<file path="config.mk">
export PLATFORM = sky130hd
export DESIGN_NAME = status_led_pattern_driver
export DESIGN_NICKNAME = d
export VERILOG_FILES = /design/src/hw/rtl/sldrv_pkg.sv /design/src/hw/rtl/sldrv_cfg.sv /design/src/hw/rtl/sldrv_engine.sv /design/src/hw/rtl/status_led_pattern_driver.sv
export SDC_FILE = /design/constraint.sdc
export NUM_CORES = 1
export LEC_CHECK = 0
export ABC_AREA = 1
export ABC_CLOCK_PERIOD_IN_PS = 2430
export BUFFER_PORTS_ARGS = -buffer_cell sky130_fd_sc_hd__buf_2
export CORE_ASPECT_RATIO = 1.1
export CORE_UTILIZATION = 54
export DETAILED_ROUTE_END_ITERATION = 6
export GPL_TIMING_DRIVEN = 0
export PLACE_DENSITY = 0.76
export SETUP_SLACK_MARGIN = 0.15
export SYNTH_ARGS = -nofsm -noshare
export SYNTH_HDL_FRONTEND = slang
export SYNTH_HIERARCHICAL = 1
export SYNTH_SLANG_ARGS = --single-unit
</file>
<file path="constraint.sdc">
create_clock -name clk -period 2.43 [get_ports clk]
set_input_delay 0 -clock clk [delete_from_list [all_inputs] [get_ports clk]]
set_output_delay 0 -clock clk [all_outputs]
set_load 0.02 [all_outputs]
</file>
<file path="src/hw/rtl/sldrv_pkg.sv">
// Package for the status LED pattern driver.
// Holds the shared types, register indexes and pattern codes; no dependencies.
package sldrv_pkg;

    // Width of all tick counters and tick interval registers.
    localparam int CNT_W = 16;

    // Configuration port geometry: five 32-bit registers at 4-byte spacing.
    localparam int DATA_W = 32;
    localparam int ADDR_W = 5;
    localparam int IDX_W  = 3;

    // Register indexes on the configuration port.
    localparam logic [IDX_W-1:0] REG_COMBINED  = 3'd0;
    localparam logic [IDX_W-1:0] REG_SLOW      = 3'd1;
    localparam logic [IDX_W-1:0] REG_FAST      = 3'd2;
    localparam logic [IDX_W-1:0] REG_STEADY    = 3'd3;
    localparam logic [IDX_W-1:0] REG_TEST_STEP = 3'd4;

    // Reset values: 500 ms, 250 ms, 1000 ms and 250 ms at a 10 ms tick.
    localparam int TICK_MS   = 10;
    localparam int SLOW_MS   = 500;
    localparam int TEST_MS   = 250;
    localparam int STEADY_MS = 1000;
    localparam logic [CNT_W-1:0] SLOW_RST   = CNT_W'(SLOW_MS / TICK_MS);
    localparam logic [CNT_W-1:0] FAST_RST   = CNT_W'(TEST_MS / TICK_MS);
    localparam logic [CNT_W-1:0] STEADY_RST = CNT_W'(STEADY_MS / TICK_MS);
    localparam logic [CNT_W-1:0] TSTEP_RST  = CNT_W'(TEST_MS / TICK_MS);

    typedef enum logic [1:0] {
        MODE_TICK    = 2'd0,
        MODE_MODULE  = 2'd1,
        MODE_NETWORK = 2'd2,
        MODE_TEST    = 2'd3
    } mode_t;

    // LED pattern codes.
    localparam logic [2:0] PAT_OFF       = 3'd0;
    localparam logic [2:0] PAT_GREEN     = 3'd1;
    localparam logic [2:0] PAT_FLASH_G   = 3'd2;
    localparam logic [2:0] PAT_RED       = 3'd3;
    localparam logic [2:0] PAT_FLASH_R   = 3'd4;
    localparam logic [2:0] PAT_ALT_SLOW  = 3'd5;
    localparam logic [2:0] PAT_ALT_FAST  = 3'd6;

    // Lamp test step codes.
    localparam logic [3:0] TST_SEP_0   = 4'd0;
    localparam logic [3:0] TST_SEP_1   = 4'd1;
    localparam logic [3:0] TST_SEP_2   = 4'd2;
    localparam logic [3:0] TST_SEP_3   = 4'd3;
    localparam logic [3:0] TST_SEP_4   = 4'd4;
    localparam logic [3:0] TST_COMB_0  = 4'd5;
    localparam logic [3:0] TST_COMB_1  = 4'd6;
    localparam logic [3:0] TST_COMB_2  = 4'd7;
    localparam logic [3:0] TEST_ENDED  = 4'd8;

    typedef struct packed {
        logic             combined;
        logic [CNT_W-1:0] slow_ticks;
        logic [CNT_W-1:0] fast_ticks;
        logic [CNT_W-1:0] steady_ticks;
        logic [CNT_W-1:0] test_ticks;
    } cfg_t;

    typedef struct packed {
        logic module_green;
        logic module_red;
        logic network_green;
        logic network_red;
        logic test_running;
    } result_t;

    typedef struct packed {
        logic             g;
        logic             r;
        logic [CNT_W-1:0] reload;
    } step_t;

endpackage

</file>
<file path="src/hw/rtl/sldrv_cfg.sv">
// Configuration register file with an APB-style slave port.
// Depends on sldrv_pkg for register indexes, reset values and cfg_t.
module sldrv_cfg
(
    input  logic                        clk,
    input  logic                        rst_n,
    input  logic                        psel,
    input  logic                        penable,
    input  logic                        pwrite,
    input  logic [sldrv_pkg::ADDR_W-1:0] paddr,
    input  logic [sldrv_pkg::DATA_W-1:0] pwdata,
    output logic [sldrv_pkg::DATA_W-1:0] prdata,
    output sldrv_pkg::cfg_t             cfg
);

    logic                           combined_reg;
    logic [sldrv_pkg::CNT_W-1:0]    slow_reg;
    logic [sldrv_pkg::CNT_W-1:0]    fast_reg;
    logic [sldrv_pkg::CNT_W-1:0]    steady_reg;
    logic [sldrv_pkg::CNT_W-1:0]    tstep_reg;
    logic [sldrv_pkg::IDX_W-1:0]    idx;
    logic                           wr_en;

    assign idx   = paddr[sldrv_pkg::ADDR_W-1:2];
    assign wr_en = psel && penable && pwrite;

    always_ff @(posedge clk or negedge rst_n)
    begin
        if (!rst_n)
        begin
            combined_reg <= 1'b0;
            slow_reg     <= sldrv_pkg::SLOW_RST;
            fast_reg     <= sldrv_pkg::FAST_RST;
            steady_reg   <= sldrv_pkg::STEADY_RST;
            tstep_reg    <= sldrv_pkg::TSTEP_RST;
        end
        else if (wr_en)
        begin
            case (idx)
                sldrv_pkg::REG_COMBINED:  combined_reg <= pwdata[0];
                sldrv_pkg::REG_SLOW:      slow_reg     <= pwdata[sldrv_pkg::CNT_W-1:0];
                sldrv_pkg::REG_FAST:      fast_reg     <= pwdata[sldrv_pkg::CNT_W-1:0];
                sldrv_pkg::REG_STEADY:    steady_reg   <= pwdata[sldrv_pkg::CNT_W-1:0];
                sldrv_pkg::REG_TEST_STEP: tstep_reg    <= pwdata[sldrv_pkg::CNT_W-1:0];
                default:                  ;
            endcase
        end
    end

    always_comb
    begin
        case (idx)
            sldrv_pkg::REG_COMBINED:  prdata = {{(sldrv_pkg::DATA_W-1){1'b0}}, combined_reg};
            sldrv_pkg::REG_SLOW:
                prdata = {{(sldrv_pkg::DATA_W-sldrv_pkg::CNT_W){1'b0}}, slow_reg};
            sldrv_pkg::REG_FAST:
                prdata = {{(sldrv_pkg::DATA_W-sldrv_pkg::CNT_W){1'b0}}, fast_reg};
            sldrv_pkg::REG_STEADY:
                prdata = {{(sldrv_pkg::DATA_W-sldrv_pkg::CNT_W){1'b0}}, steady_reg};
            sldrv_pkg::REG_TEST_STEP:
                prdata = {{(sldrv_pkg::DATA_W-sldrv_pkg::CNT_W){1'b0}}, tstep_reg};
            default:                  prdata = '0;
        endcase
    end

    assign cfg.combined     = combined_reg;
    assign cfg.slow_ticks   = slow_reg;
    assign cfg.fast_ticks   = fast_reg;
    assign cfg.steady_ticks = steady_reg;
    assign cfg.test_ticks   = tstep_reg;

endmodule

</file>
<file path="src/hw/rtl/sldrv_engine.sv">
// Pattern state, countdowns, lamp test sequencer and LED levels.
// Depends on sldrv_pkg; updates once per fired transaction.
module sldrv_engine
(
    input  logic                 clk,
    input  logic                 rst_n,
    input  logic                 fire,
    input  sldrv_pkg::mode_t     mode,
    input  logic [2:0]           status,
    input  sldrv_pkg::cfg_t      cfg,
    output sldrv_pkg::result_t   res_next
);

    logic [2:0]                  mpat_reg, mpat_next;
    logic [2:0]                  npat_reg, npat_next;
    logic [2:0]                  cpat_reg, cpat_next;
    logic [sldrv_pkg::CNT_W-1:0] mcnt_reg, mcnt_next;
    logic [sldrv_pkg::CNT_W-1:0] ncnt_reg, ncnt_next;
    logic [3:0]                  tstep_reg, tstep_next;
    logic [sldrv_pkg::CNT_W-1:0] tcnt_reg, tcnt_next;
    logic [3:0]                  lv_reg, lv_next;

    logic [2:0]                  ev_pat;
    logic [2:0]                  mod_run_pat;
    sldrv_pkg::step_t            mstep;
    sldrv_pkg::step_t            nstep;
    logic                        comb;

    // A zero interval register behaves as one tick.
    function automatic logic [sldrv_pkg::CNT_W-1:0] interval(
        input logic [sldrv_pkg::CNT_W-1:0] v);
        interval = (v == '0) ? sldrv_pkg::CNT_W'(1) : v;
    endfunction

    function automatic sldrv_pkg::step_t pattern_step(
        input logic g, input logic r, input logic [2:0] pat, input sldrv_pkg::cfg_t c);
        sldrv_pkg::step_t s;
        s.g = 1'b1;
        s.r = 1'b1;
        s.reload = interval(c.steady_ticks);
        case (pat)
            sldrv_pkg::PAT_OFF:
            begin
                s.g = 1'b0;
                s.r = 1'b0;
            end
            sldrv_pkg::PAT_GREEN:
            begin
                s.g = 1'b1;
                s.r = 1'b0;
            end
            sldrv_pkg::PAT_FLASH_G:
            begin
                s.g = !g;
                s.r = 1'b0;
                s.reload = interval(c.slow_ticks);
            end
            sldrv_pkg::PAT_RED:
            begin
                s.g = 1'b0;
                s.r = 1'b1;
            end
            sldrv_pkg::PAT_FLASH_R:
            begin
                s.g = 1'b0;
                s.r = !r;
                s.reload = interval(c.slow_ticks);
            end
            sldrv_pkg::PAT_ALT_SLOW, sldrv_pkg::PAT_ALT_FAST:
            begin
                s.g = !g;
                s.r = g;
                s.reload = (pat == sldrv_pkg::PAT_ALT_SLOW) ? interval(c.slow_ticks)
                                                              : interval(c.fast_ticks);
            end
            default:
            begin
                s.g = 1'b1;
                s.r = 1'b1;
            end
        endcase
        return s;
    endfunction

    assign comb        = cfg.combined;
    assign mod_run_pat = comb ? cpat_reg : mpat_reg;
    assign mstep       = pattern_step(lv_reg[0], lv_reg[1], mod_run_pat, cfg);
    assign nstep       = pattern_step(lv_reg[2], lv_reg[3], npat_reg, cfg);

    // Status code to pattern translation for the event in hand.
    always_comb
    begin
        ev_pat = sldrv_pkg::PAT_OFF;
        if (mode == sldrv_pkg::MODE_MODULE)
        begin
            case (status)
                3'd0:    ev_pat = sldrv_pkg::PAT_GREEN;
                3'd1:    ev_pat = sldrv_pkg::PAT_FLASH_G;
                3'd2:    ev_pat = sldrv_pkg::PAT_FLASH_R;
                3'd3:    ev_pat = sldrv_pkg::PAT_RED;
                3'd4:    ev_pat = sldrv_pkg::PAT_ALT_SLOW;
                default: ev_pat = sldrv_pkg::PAT_OFF;
            endcase
        end
        else
        begin
            case (status)
                3'd0:    ev_pat = sldrv_pkg::PAT_OFF;
                3'd1:    ev_pat = sldrv_pkg::PAT_FLASH_G;
                3'd2:    ev_pat = sldrv_pkg::PAT_GREEN;
                3'd3:    ev_pat = sldrv_pkg::PAT_FLASH_R;
                3'd4:    ev_pat = sldrv_pkg::PAT_RED;
                3'd5:    ev_pat = sldrv_pkg::PAT_ALT_FAST;
                default: ev_pat = sldrv_pkg::PAT_OFF;
            endcase
        end
    end

    always_comb
    begin
        mpat_next  = mpat_reg;
        npat_next  = npat_reg;
        cpat_next  = cpat_reg;
        mcnt_next  = mcnt_reg;
        ncnt_next  = ncnt_reg;
        tstep_next = tstep_reg;
        tcnt_next  = tcnt_reg;
        lv_next    = lv_reg;

        if (fire)
        begin
            case (mode)
                sldrv_pkg::MODE_TICK:
                begin
                    if (tstep_reg != sldrv_pkg::TEST_ENDED)
                    begin
                        if (tcnt_reg <= sldrv_pkg::CNT_W'(1))
                        begin
                            tcnt_next = interval(cfg.test_ticks);
                            // One lamp test step; network writes fold onto
                            // the module pair when combined.
                            case (tstep_reg)
                                sldrv_pkg::TST_SEP_0:
                                begin
                                    if (comb)
                                        lv_next[1:0] = 2'b00;
                                    else
                                        lv_next = 4'b0001;
                                    tstep_next = sldrv_pkg::TST_SEP_1;
                                end
                                sldrv_pkg::TST_SEP_1:
                                begin
                                    lv_next[1:0] = 2'b10;
                                    tstep_next = sldrv_pkg::TST_SEP_2;
                                end
                                sldrv_pkg::TST_SEP_2:
                                begin
                                    lv_next[1:0] = 2'b01;
                                    if (!comb)
                                        lv_next[2] = 1'b1;
                                    tstep_next = sldrv_pkg::TST_SEP_3;
                                end
                                sldrv_pkg::TST_SEP_3:
                                begin
                                    if (comb)
                                        lv_next[1:0] = 2'b10;
                                    else
                                        lv_next[3:2] = 2'b10;
                                    tstep_next = sldrv_pkg::TST_SEP_4;
                                end
                                sldrv_pkg::TST_SEP_4:
                                begin
                                    if (comb)
                                        lv_next[1] = 1'b0;
                                    else
                                        lv_next[3] = 1'b0;
                                    tstep_next = sldrv_pkg::TEST_ENDED;
                                end
                                sldrv_pkg::TST_COMB_0:
                                begin
                                    lv_next[1:0] = 2'b01;
                                    tstep_next = sldrv_pkg::TST_COMB_1;
                                end
                                sldrv_pkg::TST_COMB_1:
                                begin
                                    lv_next[1:0] = 2'b10;
                                    tstep_next = sldrv_pkg::TST_COMB_2;
                                end
                                sldrv_pkg::TST_COMB_2:
                                begin
                                    lv_next[1:0] = 2'b00;
                                    tstep_next = sldrv_pkg::TEST_ENDED;
                                end
                                default:
                                begin
                                    tstep_next = sldrv_pkg::TEST_ENDED;
                                end
                            endcase
                            if (tstep_next == sldrv_pkg::TEST_ENDED)
                            begin
                                mcnt_next = '0;
                                ncnt_next = '0;
                            end
                        end
                        else
                        begin
                            tcnt_next = tcnt_reg - sldrv_pkg::CNT_W'(1);
                        end
                    end
                    else
                    begin
                        if (mcnt_reg == '0)
                        begin
                            lv_next[1:0] = {mstep.r, mstep.g};
                            mcnt_next    = mstep.reload - sldrv_pkg::CNT_W'(1);
                        end
                        else
                        begin
                            mcnt_next = mcnt_reg - sldrv_pkg::CNT_W'(1);
                        end
                        if (!comb)
                        begin
                            if (ncnt_reg == '0)
                            begin
                                lv_next[3:2] = {nstep.r, nstep.g};
                                ncnt_next    = nstep.reload - sldrv_pkg::CNT_W'(1);
                            end
                            else
                            begin
                                ncnt_next = ncnt_reg - sldrv_pkg::CNT_W'(1);
                            end
                        end
                    end
                end
                sldrv_pkg::MODE_MODULE:
                begin
                    if (status < 3'd5 && mpat_reg != ev_pat)
                    begin
                        mpat_next = ev_pat;
                        if (ev_pat == sldrv_pkg::PAT_FLASH_R)
                            cpat_next = sldrv_pkg::PAT_FLASH_R;
                        mcnt_next = '0;
                    end
                end
                sldrv_pkg::MODE_NETWORK:
                begin
                    if (status < 3'd6 && npat_reg != ev_pat)
                    begin
                        npat_next = ev_pat;
                        cpat_next = ev_pat;
                        ncnt_next = '0;
                    end
                end
                sldrv_pkg::MODE_TEST:
                begin
                    if (tstep_reg == sldrv_pkg::TEST_ENDED)
                    begin
                        tstep_next = comb ? sldrv_pkg::TST_COMB_0 : sldrv_pkg::TST_SEP_0;
                        tcnt_next  = interval(cfg.test_ticks);
                    end
                end
                default:
                begin
                end
            endcase
        end
    end

    always_ff @(posedge clk or negedge rst_n)
    begin
        if (!rst_n)
        begin
            mpat_reg  <= sldrv_pkg::PAT_GREEN;
            npat_reg  <= sldrv_pkg::PAT_GREEN;
            cpat_reg  <= sldrv_pkg::PAT_GREEN;
            mcnt_reg  <= '0;
            ncnt_reg  <= '0;
            tstep_reg <= sldrv_pkg::TEST_ENDED;
            tcnt_reg  <= '0;
            lv_reg    <= '0;
        end
        else
        begin
            mpat_reg  <= mpat_next;
            npat_reg  <= npat_next;
            cpat_reg  <= cpat_next;
            mcnt_reg  <= mcnt_next;
            ncnt_reg  <= ncnt_next;
            tstep_reg <= tstep_next;
            tcnt_reg  <= tcnt_next;
            lv_reg    <= lv_next;
        end
    end

    // Result fields as they will read after this transaction.
    assign res_next.module_green  = lv_next[0];
    assign res_next.module_red    = lv_next[1];
    assign res_next.network_green = comb ? lv_next[0] : lv_next[2];
    assign res_next.network_red   = comb ? lv_next[1] : lv_next[3];
    assign res_next.test_running  = (tstep_next != sldrv_pkg::TEST_ENDED);

endmodule

</file>
<file path="src/hw/rtl/status_led_pattern_driver.sv">
// Status LED pattern driver top level: input register, pattern engine, result register.
// A transaction passes the input register, then the result register once it has room.
// Throughput: one transaction per cycle unless stalled, set by the single-pass update.
// Reset (rst_n low, asynchronous) clears both pipeline stages, sets all patterns
// to steady green, LEDs off, no lamp test, and loads the default tick intervals.
// Depends on sldrv_pkg, sldrv_cfg and sldrv_engine.
module status_led_pattern_driver
(
    input  logic                         clk,
    input  logic                         rst_n,
    // Configuration port
    input  logic                         psel,
    input  logic                         penable,
    input  logic                         pwrite,
    input  logic [sldrv_pkg::ADDR_W-1:0] paddr,
    input  logic [sldrv_pkg::DATA_W-1:0] pwdata,
    output logic [sldrv_pkg::DATA_W-1:0] prdata,
    output logic                         pready,
    // Input channel
    input  logic                         in_valid,
    output logic                         in_stall,
    input  logic [1:0]                   mode,
    input  logic [2:0]                   status,
    // Result channel
    output logic                         out_valid,
    input  logic                         out_stall,
    output logic                         module_green,
    output logic                         module_red,
    output logic                         network_green,
    output logic                         network_red,
    output logic                         test_running
);

    sldrv_pkg::cfg_t     cfg;
    sldrv_pkg::result_t  res_next;
    sldrv_pkg::result_t  res_reg;

    // Input register stage.
    logic                s1_valid_reg, s1_valid_next;
    sldrv_pkg::mode_t    s1_mode_reg;
    logic [2:0]          s1_status_reg;

    // Result register stage.
    logic                out_valid_reg, out_valid_next;

    logic                accept;
    logic                advance;

    assign pready = 1'b1;

    sldrv_cfg u_cfg
    (
        .clk     (clk),
        .rst_n   (rst_n),
        .psel    (psel),
        .penable (penable),
        .pwrite  (pwrite),
        .paddr   (paddr),
        .pwdata  (pwdata),
        .prdata  (prdata),
        .cfg     (cfg)
    );

    // The held transaction moves into the result register whenever that
    // register is empty or its content is being taken this cycle. The input
    // stage therefore stalls only when it is full and the result side is
    // stalled, so one new transaction is still taken while a result waits.
    assign advance  = s1_valid_reg && (!out_valid_reg || !out_stall);
    assign in_stall = s1_valid_reg && !advance;
    assign accept   = in_valid && !in_stall;

    always_comb
    begin
        s1_valid_next = s1_valid_reg;
        if (accept)
            s1_valid_next = 1'b1;
        else if (advance)
            s1_valid_next = 1'b0;

        out_valid_next = out_valid_reg;
        if (advance)
            out_valid_next = 1'b1;
        else if (out_valid_reg && !out_stall)
            out_valid_next = 1'b0;
    end

    always_ff @(posedge clk or negedge rst_n)
    begin
        if (!rst_n)
        begin
            s1_valid_reg  <= 1'b0;
            out_valid_reg <= 1'b0;
        end
        else
        begin
            s1_valid_reg  <= s1_valid_next;
            out_valid_reg <= out_valid_next;
        end
    end

    // Payload registers carry no reset.
    always_ff @(posedge clk)
    begin
        if (accept)
        begin
            s1_mode_reg   <= sldrv_pkg::mode_t'(mode);
            s1_status_reg <= status;
        end
        if (advance)
            res_reg <= res_next;
    end

    // The engine updates all pattern state on the advancing transaction and
    // presents the LED levels that follow from it.
    sldrv_engine u_engine
    (
        .clk      (clk),
        .rst_n    (rst_n),
        .fire     (advance),
        .mode     (s1_mode_reg),
        .status   (s1_status_reg),
        .cfg      (cfg),
        .res_next (res_next)
    );

    assign out_valid     = out_valid_reg;
    assign module_green  = res_reg.module_green;
    assign module_red    = res_reg.module_red;
    assign network_green = res_reg.network_green;
    assign network_red   = res_reg.network_red;
    assign test_running  = res_reg.test_running;

    // The input side only stalls when both stages are full and the result
    // side is stalled.
    a_stall_only_when_full: assert property (@(posedge clk) disable iff (!rst_n)
        in_stall |-> (s1_valid_reg && out_valid_reg && out_stall))
        else $error("input stalled while the pipeline had room");

    // A held transaction is never dropped while the result side is blocked.
    a_hold_when_blocked: assert property (@(posedge clk) disable iff (!rst_n)
        (s1_valid_reg && out_valid_reg && out_stall) |=> s1_valid_reg)
        else $error("held transaction lost while result stalled");

    // A lamp test request always yields a result that shows the test running.
    a_test_start_shows: assert property (@(posedge clk) disable iff (!rst_n)
        (advance && s1_mode_reg == sldrv_pkg::MODE_TEST) |=> (out_valid && test_running))
        else $error("lamp test request did not show a running test");

endmodule

</file>
==> qor.yml, run 1 <==
status:
  status: "complete, but fails checks"
  violations: "DRC, setup timing"
logic_synthesis:
  synth_cell_types: 51
  synthFlopType: "dfrtp_1"
  netlist_instances: 1494
  ys_seq_area_share_pct: 35.3
  synth_edf_count: 10
  synth.most_common_cell: "nand2_1"
  syn_avg_cell_area_um2: 6.87
  synthTopCellsByCount: "nand2_1 (450), inv_1 (147), nand3_1 (130)"
  synth_seq_cells: 142
  yosys.area.top_type: "dfrtp_1"
  syn_area_mm2: 0.0103
  ys_warn_count: 6
  postSynth.asyncResetShare_pct: 93.0
  synth_top_area_share_pct: 28.3
  synthTopCellsByArea: "dfrtp_1 (28%), nand2_1 (16%), nand3_1 (6.3%)"
sta:
  setup_viol: 18
  max-slew-margin-rel_pct: 55.8
  skew_ns: 0.0122
  finalMaxSlewViolations: 0
  setup_slack_ns: -0.140
  hold_ws_ns: 0.0294
  finalCriticalPeriod_ns: 2.57
  finalSetupTns_ns: -1.43
  fmax_mhz: 389
  tightest_slew_ns: 0.662
  rsz0062_at_grt: "yes"
  min_period_over_period_pct: 106
  hold_viol_final: 0
global_routing:
  grt_overflow: 0
  grt_pass1_wl_um: 54500
  grt_use_met3_pct: 5.24
  grt_pass1_vias: 10400
  groute.usage.overall_pct: 35.7
  met2_usage_pct: 57.1
  grt_max_degree: 68
  globalRoute.busiestLayer: "met2"
  met1_usage_pct: 46.3
  antenna_found_initial: 0
pwr:
  swShare_pct: 47.8
  p_per_area_mw_per_mm2: 1060
  total_power_w: 0.0147
  power_frac_comb_pct: 58.3
  p_switching_w: 0.00704
  power.internal_w: 0.00768
  ir_drop_uv: 562
  p_clk_share_pct: 18.3
  pwr-share-seq_pct: 23.4
  p_leak_nw: 6.77
detailed_routing:
  drc: 1
  wl_per_cell_um: 19.6
  drtIter0Drc: 1174
  first_pass_iters: 7
  antenna_left: 0
  drt_wl_total_um: 38800
  post_drt_via_cell_ratio: 6.01
  num_vias: 11900
clocking:
  clk_pin_slew_ns: 0.07
  numCtsBuffers: 17
  cts_buffer_depth: 2
  htree_levels: 4
  clock_latency_ns: 0.44
  cts_tree: "built"
  clkSinkCount: 142
  cts-root-buf: "clkbuf_16"
final_layout:
  fillCellCount: 1333
  area_delta_synth_final_pct: 34.9
  finalCoreUtilization_pct: 74.7
  finalNetCount: 1782
  design_area_mm2: 0.0139
  diodes: 0
  drive_gt1_share_pct: 31.7
die:
  io_pins: 89
  row_count: 52
  initial_core_util_pct: 55.4
  die_x_um: 133
  die_h_um: 147
  die_area_mm2: 0.0196
  core_mm2: 0.0185
critical_path:
  worstPathArrival_ns: 2.89
  critPathMaxStageDelay_ns: 0.36
  worstPathRequired_ns: 2.75
  worstPathCellList: "buf_6 -> inv_4 -> buf_8 -> nand2_2 -> nand2_4 -> buf_6 -> nand3_4 -> nand2_8 -> o21ai_4 -> nand2_2 -> a21oi_4 -> ha_4 -> nand3_4 -> nor3_4 -> nand3_1 -> nand3_1 -> nand2_1"
  crit_fanout: 6
  critPathSlowestCell: "dfrtp_1"
  criticalPathCategory: "reg -> reg"
  critPathLaunchType: "register"
  path_delay_family: "simple AND/OR/NAND/NOR gates"
  path_buf_inv: 4
  crit_path_end_kind: "register"
placement:
  place_hpwl_um: 24300
  placed_area_mm2: 0.0110
  gp_congestion: 0.972
  io_buffers: 51
run:
  maxCapViolations: 0
hold_path:
  hp-class: "in -> reg"
metrics by stage:
stage,cells,worst slack [ns]
floorplan,1509,0.151
global placement,1803,-0.531
detailed placement,1804,-0.413
CTS,1910,0.0220
global route,1978,-0.237
finish,1978,-0.140
power by group through the flow:
stage	Sequential, W	Clock (W)	Combinational, W
floorplan	0.00319	0	0.00398
global placement	0.00341	0	0.00508
detailed placement	0.00341	0	0.00516
CTS	0.00339	0.00271	0.00629
global route	0.00347	0.00282	0.00907
finish	0.00344	0.00270	0.00858
worst reg2reg max path: stages (launching register included):
cell	delay (ns)
dfrtp_1	0.36
buf_6	0.14
inv_4	0.05
buf_8	0.14
nand2_2	0.09
nand2_4	0.07
buf_6	0.12
nand3_4	0.10
nand2_8	0.09
o21ai_4	0.17
nand2_2	0.11
a21oi_4	0.19
ha_4	0.18
nand3_4	0.08
nor3_4	0.26
nand3_1	0.13
nand3_1	0.12
nand2_1	0.07
area by class of cell:
type                            instances  area (µm²)  area share [%]
Buffer                                 72         586            4.23
Clock buffer                           17         425            3.07
Clock inverter                         15         168            1.21
Inverter                              167         658            4.75
Multi-Input combinational cell       1128        6520            47.0
Sequential cell                       142        3630            26.2
Tap cell                              243         304            2.19
Timing Repair Buffer                  194        1570            11.3
metal layers:
layer | up-vias | wire length, µm
met2 | 842 | 17800
met4 | 0 | 3000
li1 | 5356 | -
met1 | 5470 | 14400
met3 | 228 | 3660
met5 | - | 0
cell usage in the layout, fill, tap and decap left out, drive strengths merged, types with 6 or more instances in the layout:
cell / count
o22ai: 9
xor2: 8
nand2: 476
ha: 11
dfrtp: 116
dfstp: 16
nor2: 123
o211ai: 17
nor4: 6
nand3: 140
nand4: 45
o21ai: 158
a21oi: 64
inv: 174
or2: 11
conb: 17
dlygate4sd3: 28
nor3: 13
buf: 222
edfxtp: 10
clkbuf: 33
logic make-up (layout without fill, tap and decap cells):
group	after synthesis	count (layout)	synth area share [%]
flip-flops	142	142	35.3
XOR/XNOR	11	11	0.938
adder cells (fa/ha/maj)	11	11	1.34
buffers and inverters	239	465	10.9
AO/OA/AOI/OAI	273	273	15.0
AND/OR/NAND/NOR	816	816	36.5
other	2	17	0.0731
worst paths after layout:
path | depth (start not counted) | from | endpoint | slack [ns]
max | 17 | u_cfg/combined_reg | u_engine/mcnt_reg[6] | -0.14
min | 4 | paddr[3] | u_cfg/combined_reg | 0.03
max reg2reg | 17 | u_cfg/combined_reg | u_engine/mcnt_reg[6] | -0.14
min reg2reg | 2 | u_engine/ncnt_reg[12] | u_engine/ncnt_reg[12] | 0.49
max in group asynchronous | 3 | rst_n | u_cfg/steady_reg[5] | 1.46
min in group asynchronous | 2 | rst_n | out_valid | 0.15
timing repair:
| action | in CTS | in global routing |
|---|---|---|
| buffers inserted | 46 | 66 |
| gates cloned | 0 | 2 |
| endpoints found under the hold margin | 137 | 0 |
| hold buffers | 28 | 0 |
| gates resized for setup | 135 | 189 |
| pin swaps | 55 | 76 |
| endpoints found under the setup margin | 62 | 62 |
Power figures use the tool's default switching activity.
==> inputs of run 2 (changes only) <==
--- a/config.mk
+++ b/config.mk
@@ -10,8 +10,8 @@
 export BUFFER_PORTS_ARGS = -buffer_cell sky130_fd_sc_hd__buf_2
 export CORE_ASPECT_RATIO = 1.1
 export CORE_UTILIZATION = 54
+export CTS_CLUSTER_DIAMETER = 60
 export DETAILED_ROUTE_END_ITERATION = 6
-export GPL_TIMING_DRIVEN = 0
 export PLACE_DENSITY = 0.76
 export SETUP_SLACK_MARGIN = 0.15
 export SYNTH_ARGS = -nofsm -noshare
==> qor.yml, run 2 (synthesis results as in run 1) <==
sta:
  hold_viol_final: 0  # unchanged
  skew_ns: 0.0113  # -0.000902 ns
  setup_viol: 1  # -17
  fmax_mhz: 411  # +5.6%
  finalSetupTns_ns: -0.00234  # +1.43 ns
  finalMaxSlewViolations: 0  # unchanged
  finalCriticalPeriod_ns: 2.43  # -0.137 ns
  setup_slack_ns: -0.00234  # +0.137 ns
  min_period_over_period_pct: 100  # -5.7 points
  rsz0062_at_grt: "yes"
  tightest_slew_ns: 0.765  # +0.103 ns
  max-slew-margin-rel_pct: 49.0  # -6.9 points
placement:
  gp_congestion: 0.978  # +0.57%
  place_hpwl_um: 23100  # -5.1%
  placed_area_mm2: 0.0111  # +0.94%
  io_buffers: 53  # +3.9%
global_routing:
  globalRoute.busiestLayer: "met2"
  met2_usage_pct: 53.8  # -3.3 points
  groute.usage.overall_pct: 34.7  # -1.0 points
  grt_pass1_vias: 10400  # -0.43%
  grt_use_met3_pct: 5.87  # +0.62 points
  antenna_found_initial: 0  # unchanged
  grt_pass1_wl_um: 53300  # -2.2%
  grt_max_degree: 55  # -19%
  met1_usage_pct: 46.1  # -0.26 points
  grt_overflow: 0  # unchanged
detailed_routing:
  drtIter0Drc: 1253  # +6.7%
  post_drt_via_cell_ratio: 6.05  # +0.52%
  drc: 2  # +1
  num_vias: 11700  # -2.0%
  wl_per_cell_um: 18.9  # -3.5%
  first_pass_iters: 7  # unchanged
  antenna_left: 0  # unchanged
  drt_wl_total_um: 36500  # -5.9%
status:
  status: "complete, but fails checks"
  violations: "DRC, setup timing"
die:
  row_count: 52  # unchanged
  die_h_um: 147  # unchanged
  core_mm2: 0.0185  # unchanged
  io_pins: 89  # unchanged
  initial_core_util_pct: 55.4  # unchanged
  die_area_mm2: 0.0196  # unchanged
  die_x_um: 133  # unchanged
critical_path:
  crit_path_end_kind: "register"
  worstPathRequired_ns: 2.79  # +0.04 ns
  critPathMaxStageDelay_ns: 0.61  # +0.25 ns
  critPathLaunchType: "register"
  worstPathCellList: "buf_6 -> clkinvlp_4 -> buf_4 -> buf_4 -> xor2_1 -> o211ai_1 -> nand2_1 -> nand2_2 -> nand2_4 -> clkinvlp_4 -> o22ai_2"
  critPathSlowestCell: "dfstp_2"
  crit_fanout: 7  # +1
  worstPathArrival_ns: 2.80  # -0.09 ns
  criticalPathCategory: "reg -> reg"
final_layout:
  diodes: 0  # unchanged
  layout_commonest_cell: "nand2_1"
  drive_gt1_share_pct: 30.6  # -1.1 points
  final_cell_mix: "nand2_1 (391), inv_1 (117), dfrtp_1 (113)"
  finalCoreUtilization_pct: 72.0  # -2.7 points
  finalNetCount: 1733  # -2.7%
  fillCellCount: 1360  # +2.0%
  area_delta_synth_final_pct: 30.0
  design_area_mm2: 0.0134  # -3.6%
clocking:
  clkSinkCount: 142  # unchanged
  cts_buffer_depth: 2  # unchanged
  htree_levels: 4  # unchanged
  cts-root-buf: "clkbuf_16"
  clock_latency_ns: 0.44  # about the same
  numCtsBuffers: 17  # unchanged
  clk_pin_slew_ns: 0.07  # about the same
  cts_tree: "built"
pwr:
  ir_drop_uv: 564  # +0.34%
  p_per_area_mw_per_mm2: 1040  # -2.1%
  p_leak_nw: 6.51  # -3.8%
run:
  maxCapViolations: 0  # unchanged
hold_path:
  hp-class: "in -> async"
==> run 2: what timing repair did <==
action | in CTS | in global routing
hold buffers | 27 | 0
endpoints found under the setup margin | 35 | 48
pin swaps | 14 | 87
buffers inserted | 8 | 51
cloned | 1 | 4
endpoints found under the hold margin | 175 | 0
gates resized for setup | 42 | 226
==> run 2: final cells by class <==
class	instances	area [µm²]	area share (%)
multi-input combinational	1129	6410	48.0
sequential	142	3630	27.2
timing repair buffer	215	1750	13.1
inverter	167	658	4.93
clock buffer	18	450	3.37
tap	243	304	2.28
clock inverter	14	145	1.09
timing repair inverter	1	6.26	0.0469
==> run 2: power by group <==
| group | switching (W) | internal (W) | total [W] |
|---|---|---|---|
| combinational | 0.00491 | 0.00297 | 0.00788 |
| clock | 0.00120 | 0.00151 | 0.00271 |
| sequential | 0.000467 | 0.00284 | 0.00330 |
==> run 2: metrics by stage <==
step / power (W) / worst slack, ns / cells / hold slack [ns]
finish: 0.0139 / -0.00234 / 1929 / 0.0678
global route: 0.0146 / -0.0793 / 1929 / 0.101
CTS: 0.0117 / 0.143 / 1874 / 0.0856
detailed placement: 0.00873 / 0.0503 / 1806 / 0.000419
global placement: 0.00863 / 0.0678 / 1806 / -0.00447
floorplan: 0.00717 / 0.151 / 1509 / -0.296
==> run 2: critical path, delay by kind of cell (launching register included) <==
kind | cells | cell delay [ns]
DFF | 1 | 0.61
xor gates and xnor gates | 1 | 0.15
buffers and inverters | 5 | 0.85
and+or+nand+nor | 3 | 0.38
AOI/OAI and AO/OA | 2 | 0.33
==> run 2: worst paths after layout <==
kind	startpoint	endpoint	slack (ns)	depth (start not counted)
worst min register to register	u_engine/ncnt_reg[12]	u_engine/ncnt_reg[12]	0.49	2
min in group clk	out_stall	module_green	0.08	3
max in group asynchronous	rst_n	u_cfg/steady_reg[2]	1.46	3
worst max-delay path	u_engine/npat_reg[0]	u_engine/ncnt_reg[8]	-0.002	11
worst min-delay path	rst_n	out_valid	0.07	2
worst max register to register	u_engine/npat_reg[0]	u_engine/ncnt_reg[8]	-0.002	11
==> run 2: routing by layer <==
layer	vias to the layer above	wire length (µm)
li1	5272	-
met1	5385	14000
met2	839	16700
met3	166	3500
met4	0	2280
met5	-	0
